## src/design/sfq_pkg.sv

```systemverilog
// Shared types and codes for the searchable FIFO queue.
package sfq_pkg;

	// Request codes.
	localparam logic [1:0] REQ_ENQ  = 2'd0;
	localparam logic [1:0] REQ_DEQ  = 2'd1;
	localparam logic [1:0] REQ_MOD  = 2'd2;
	localparam logic [1:0] REQ_FIND = 2'd3;

	// Status codes.
	localparam logic [1:0] ST_OK    = 2'd0;
	localparam logic [1:0] ST_EMPTY = 2'd1;
	localparam logic [1:0] ST_FULL  = 2'd2;

	// Returned by a dequeue on an empty queue.
	localparam logic signed [31:0] EMPTY_WORD = -32'sd1;

	typedef logic signed [31:0] word_t;

	// Per-cell control from the queue controller.
	typedef struct packed {
		logic occupied;  // cell holds a queued word
		logic shift;     // take the neighbor's word (dequeue)
		logic load;      // take the enqueued word
		logic modify;    // replace the word on a match
		logic capture;   // register the match flag (find)
	} cell_ctrl_t;

endpackage

```

## src/design/sfq_cell.sv

```systemverilog
// One storage cell of the queue: a word, its comparator and its match flag.
module sfq_cell (
	input  logic               clk,
	input  logic               arst_n,
	input  sfq_pkg::cell_ctrl_t ctrl,
	input  sfq_pkg::word_t     neighbor_word,
	input  sfq_pkg::word_t     value,
	input  sfq_pkg::word_t     new_value,
	output sfq_pkg::word_t     word,
	output logic               hit
);
	import sfq_pkg::*;

	word_t data_q;
	logic  hit_q;
	logic  match;

	// A match counts only for an occupied cell.
	assign match = ctrl.occupied && (data_q == value);

	// Stored word: shift toward the head, load at the tail, or replace.
	always_ff @(posedge clk) begin
		if (ctrl.shift) begin
			data_q <= neighbor_word;
		end else if (ctrl.load) begin
			data_q <= value;
		end else if (ctrl.modify && match) begin
			data_q <= new_value;
		end
	end

	// Match flag for a find request.
	always_ff @(posedge clk or negedge arst_n) begin
		if (!arst_n) begin
			hit_q <= 1'b0;
		end else if (ctrl.capture) begin
			hit_q <= match;
		end
	end

	assign word = data_q;
	assign hit  = hit_q;

endmodule

```

## src/design/searchable_fifo_queue.sv

```systemverilog
// Top level of the searchable FIFO queue: controller and row of cells.
//
//  Channel   Signals                               Direction
//  request   start, busy, req_type, value,         in (busy out)
//            new_value
//  result    done, out_value, found, status        out
//
// For enqueue, dequeue and modify the result strobe follows the accepted
// request at the next edge, and busy stays low.
// For a find every cell registers its match flag, then the flags are ORed
// into the result; busy is high while the flags are being ORed.
// The oldest word always sits in cell 0; a dequeue shifts the row one cell.
// Reset empties the queue; the cell words are not cleared.
// The receiver cannot stall: each result shows for exactly one cycle.
module searchable_fifo_queue #(
	parameter int DEPTH = 16
) (
	input  logic           clk,
	input  logic           arst_n,
	input  logic           start,
	output logic           busy,
	input  logic [1:0]     req_type,
	input  sfq_pkg::word_t value,
	input  sfq_pkg::word_t new_value,
	output logic           done,
	output sfq_pkg::word_t out_value,
	output logic           found,
	output logic [1:0]     status
);
	import sfq_pkg::*;

	localparam int CW = $clog2(DEPTH + 1);
	localparam logic [CW-1:0] FULL_COUNT = CW'(DEPTH);

	logic [CW-1:0] count_q;
	logic          find_s1;
	logic          done_q;
	word_t         out_value_q;
	logic          found_q;
	logic [1:0]    status_q;

	logic          accept;
	logic          is_full;
	logic          is_empty;
	logic          do_enq;
	logic          do_deq;
	word_t         words [DEPTH];
	logic [DEPTH-1:0] hits;

	assign accept   = start && !busy;
	assign is_full  = (count_q == FULL_COUNT);
	assign is_empty = (count_q == '0);
	assign do_enq   = accept && (req_type == REQ_ENQ) && !is_full;
	assign do_deq   = accept && (req_type == REQ_DEQ) && !is_empty;
	assign busy     = find_s1;

	// Row of cells; each but the last takes its neighbor's word on a dequeue.
	for (genvar i = 0; i < DEPTH; i++) begin : g_cell
		localparam logic [CW-1:0] IDX = CW'(i);
		cell_ctrl_t ctrl;
		word_t      nb;

		assign ctrl.occupied = (IDX < count_q);
		assign ctrl.shift    = do_deq;
		assign ctrl.load     = do_enq && (IDX == count_q);
		assign ctrl.modify   = accept && (req_type == REQ_MOD);
		assign ctrl.capture  = accept && (req_type == REQ_FIND);

		if (i == DEPTH - 1) begin : g_last
			assign nb = words[i];
		end else begin : g_mid
			assign nb = words[i + 1];
		end

		sfq_cell u_cell (
			.clk          (clk),
			.arst_n       (arst_n),
			.ctrl         (ctrl),
			.neighbor_word(nb),
			.value        (value),
			.new_value    (new_value),
			.word         (words[i]),
			.hit          (hits[i])
		);
	end

	// Fill count.
	always_ff @(posedge clk or negedge arst_n) begin
		if (!arst_n) begin
			count_q <= '0;
		end else if (do_enq) begin
			count_q <= count_q + CW'(1);
		end else if (do_deq) begin
			count_q <= count_q - CW'(1);
		end
	end

	// Result control: strobe and the pending find.
	always_ff @(posedge clk or negedge arst_n) begin
		if (!arst_n) begin
			find_s1 <= 1'b0;
			done_q  <= 1'b0;
		end else begin
			find_s1 <= accept && (req_type == REQ_FIND);
			done_q  <= (accept && (req_type != REQ_FIND)) || find_s1;
		end
	end

	// Result payload.
	always_ff @(posedge clk) begin
		if (find_s1) begin
			out_value_q <= '0;
			found_q     <= |hits;
			status_q    <= ST_OK;
		end else if (accept) begin
			found_q <= 1'b0;
			case (req_type)
				REQ_ENQ: begin
					out_value_q <= '0;
					status_q    <= is_full ? ST_FULL : ST_OK;
				end
				REQ_DEQ: begin
					if (is_empty) begin
						out_value_q <= EMPTY_WORD;
						status_q    <= ST_EMPTY;
					end else begin
						out_value_q <= words[0];
						status_q    <= ST_OK;
					end
				end
				default: begin
					out_value_q <= '0;
					status_q    <= ST_OK;
				end
			endcase
		end
	end

	assign done      = done_q;
	assign out_value = out_value_q;
	assign found     = found_q;
	assign status    = status_q;

endmodule

```

## config.mk

```make
export PLATFORM = sky130hd
export DESIGN_NAME = searchable_fifo_queue
export DESIGN_NICKNAME = d
export VERILOG_FILES = /design/src/design/sfq_pkg.sv /design/src/design/sfq_cell.sv /design/src/design/searchable_fifo_queue.sv
export SDC_FILE = /design/constraint.sdc
export NUM_CORES = 2
export LEC_CHECK = 0
export BUFFER_PORTS_ARGS = -buffer_cell sky130_fd_sc_hd__buf_4
export CAP_MARGIN = 10
export CORE_MARGIN = 5
export CORE_UTILIZATION = 38
export DETAILED_ROUTE_END_ITERATION = 6
export PLACE_DENSITY_LB_ADDON = 0.25
export SLEW_MARGIN = 30
export SYNTH_ARGS = -nofsm -noshare
export SYNTH_HDL_FRONTEND = slang
export SYNTH_HIERARCHICAL = 1
export SYNTH_SLANG_ARGS = --single-unit
```

## constraint.sdc

```tcl
create_clock -name clk -period 5.2 [get_ports clk]
set_input_delay 0 -clock clk [delete_from_list [all_inputs] [get_ports clk]]
set_output_delay 0 -clock clk [all_outputs]
set_load 0.005 [all_outputs]
```

==> metrics.cfg <==
[routing]
drc = 0
drt_iter0_drc = 2254
drtPass1Iterations = 5
wire_per_inst_microns = 21.2
via_per_inst = 5.44
totalWireLength_microns = 98800
vias = 25400
postRouteAntennaNets = 0

[placement]
portBuffers = 105
place_hpwl_microns = 68100
gp_congestion = 0.803
placed_area_sq_um = 37000

[floorplanning]
initial_core_util_pct = 38.4
die_area_sq_um = 97400
coreArea_sq_um = 90300
rows = 110
die_height_microns = 312
io_pins = 106
die_w_microns = 312

[power]
p_leak_nw = 11.6
powerDensity_nw_per_um2 = 321
peakVddDrop_mv = 0.246
fin_total_pwr_mw = 12.7

[critical_path]
cp-end-kind = register
cp_num_cells = 8
worstSetupPathType = reg -> reg
cp.arrival_ps = 4110
critical_path.cell_chain = inv_1 -> ha_1 -> nor4b_4 -> buf_4 -> nand2b_1 -> inv_8 -> buf_12 -> o21ai_0
critPathSlowestCell = dfrtp_1
max_stage_delay_ps = 630
r2r_cells = 8
path_delay_family = buffers and inverters
critPathBufInv = 4
crit_path_max_fanout = 233
start_kind = register
required_ps = 5510

[timing]
max_slew_margin_pct = 36.2
final.setup.tns_ps = 0
period_share_pct = 73.1
rsz0062_at_grt = false
fin_skew_ps = 21.0
tightest_slew_ps = 957
final_hold_viol_count = 0
layout_min_cycle_time_ps = 3800
finalMaxSlewViolations = 0
setup_viol = 0
holdWs_ps = 44.3
clock.fmax_mhz = 263

[job]
max-cap-violations = 0

[cells_and_area]
fillers = 8640
area_growth_pct = 14.5
drive_gt1_share_pct = 9.03
design_area_sq_um = 39700
fin_util_pct = 44.0
fin_nets = 3511

[global_route]
grt_overflow = 0
grt_pass1_vias = 25200
antenna_found_initial = 4
track_usage_pct = 19.8
grt_pass1_wl_microns = 154000
grt_max_degree = 234

[yosys]
yosys_most_used_dff = edfxtp_1
ys_types = 46
syn_area_per_cell_sq_um = 10.3
synth_fp_nets = 3446
yosys_warnings = 6
synth_edf_count = 513
syn_area_sq_um = 34700
synthesis.instances = 3372
async_flop_share_pct = 4.04
ys_seq_elements = 570
ys_seq_area_share_pct = 48.0

[clocking]
htreeDepth = 3
insertion_delay_ps = 610
clockRootBuffer = clkbuf_16
cts_resized = 0
cts_tree = yes
post_cts_buffers = 0
ctsLongestPathBuffers = 3
clk_pin_slew_ps = 60
cts_buffers = 68
clkSinkCount = 570

[worst_hold_path]
hold_depth = 3
hold_path.class = in -> reg

[run_status]
outcome = complete, no violations

cell type report:
type	instances	area, sq um	area share (%)
flip-flops and latches	570	16700	42.0
clock buffers	86	1850	4.66
inverters	120	458	1.15
diodes	4	10.0	0.0252
clock inverters	37	407	1.02
multi-input cells	2486	17100	43.0
well taps	1176	1470	3.71
repair buffers	191	1790	4.50
flip-flops by register name, summed over array words and instances (netlist names):
signal	count
busy	1
count_q	5
done	1
found	1
g_cell.u_cell/hit	16
g_cell.u_cell/word	512
out_value	32
status	2
final timing paths:
check                                          start                                  end  slack (ps)
min in group asynchronous                     arst_n                       done$_DFF_PN0_         410
max reg2reg                   count_q[1]$_DFFE_PN0P_  g_cell[0].u_cell/word[11]$_DFFE_PP_        1400
max                           count_q[1]$_DFFE_PN0P_  g_cell[0].u_cell/word[11]$_DFFE_PP_        1400
min reg2reg                out_value[2]$_SDFFE_PP0P_            out_value[2]$_SDFFE_PP0P_         440
min                                         value[1]  g_cell[14].u_cell/word[1]$_DFFE_PP_          40
max in group asynchronous                     arst_n    g_cell[10].u_cell/hit$_DFFE_PN0P_        4590
cell usage after synthesis, types with 3 or more instances:
cell type    n  share of area [%]
o21ai_0    546                7.9
nand2_1    532                5.8
mux2i_1    529                 15
edfxtp_1   513                 44
xnor2_1    418                 11
clkbuf_1   145                1.6
inv_1      120                1.3
nand4_1    113                2.0
nand2b_1    52               0.94
buf_2       48               0.69
nor2_1      46               0.50
nor3_1      39               0.56
dfxtp_1     34                2.0
o22ai_1     33               0.60
xor2_1      33               0.83
a21oi_1     30               0.43
dfrtp_1     23                1.7
nand3_1     17               0.25
a2111o_1    16               0.52
a2111oi_2   16               0.69
nor2b_1     16               0.29
o21ai_1     16               0.23
ha_1         5               0.18
nor4_1       4              0.072
a21o_1       3              0.065
cell families (layout without fill, tap and decap cells):
logic type,count (synthesis),count (layout),share of synthesized area [%]
multiplexers,529,529,15.3
buffers and inverters,316,434,3.65
flip-flops,570,570,48.0
AO/OA/AOI/OAI,669,669,10.7
adder cells (fa/ha/maj),5,5,0.180
other,0,4,0
XOR/XNOR,452,452,11.4
AND/OR/NAND/NOR,831,831,10.7
per-layer routing:
layer,up-vias,wire [microns],track usage [%],part of all wire (%)
met5,-,0,0,0
met4,0,1740,3.91,1.8
met3,105,5740,3.60,5.8
met2,569,41700,29.5,42
met1,12500,49600,30.1,50
li1,12200,-,-,-
worst reg2reg max path, stage by stage, from the launching register on:
cell and delay, ps:
dfrtp_1 630, inv_1 240, ha_1 300, nor4b_4 150, buf_4 260, nand2b_1 310
inv_8 540, buf_12 580, o21ai_0 500
where the power goes:
part | internal, mW | switching, mW | leakage, nW
logic | 0.795 | 1.31 | 5.15
clock network | 2.93 | 1.98 | 1.11
registers | 5.45 | 0.267 | 5.30
per-stage QoR:
stage / setup WS [ps] / cells
2_1_floorplan: 1430 / 3372
3_3_place_gp: 1570 / 4494
3_5_place_dp: 1480 / 4503
4_1_cts: 1490 / 4666
5_1_grt: 1140 / 4667
6_report: 1400 / 4670
cells in the final DEF, fill, tap and decap left out, drive strengths merged, types with 8 or more instances in the layout:
cell type    count
nand2b          52
clkbuf          86
a2111o          16
a21oi           30
buf            152
nand4          113
nand2          532
a2111oi         16
dfrtp           23
edfxtp         513
dfxtp           34
nor3            39
dlygate4sd3     39
xor2            33
bufinv           8
nand3           18
nor2            46
o22ai           33
o21ai          562
xnor2          419
mux2i          529
nor2b           16
inv            125
clkinv          23
what timing repair did:
action,in CTS,in global routing
endpoints found under the hold margin,463,0
hold buffers,40,0
setup endpoints to repair,0,0
(Power assumes the default switching activity.)
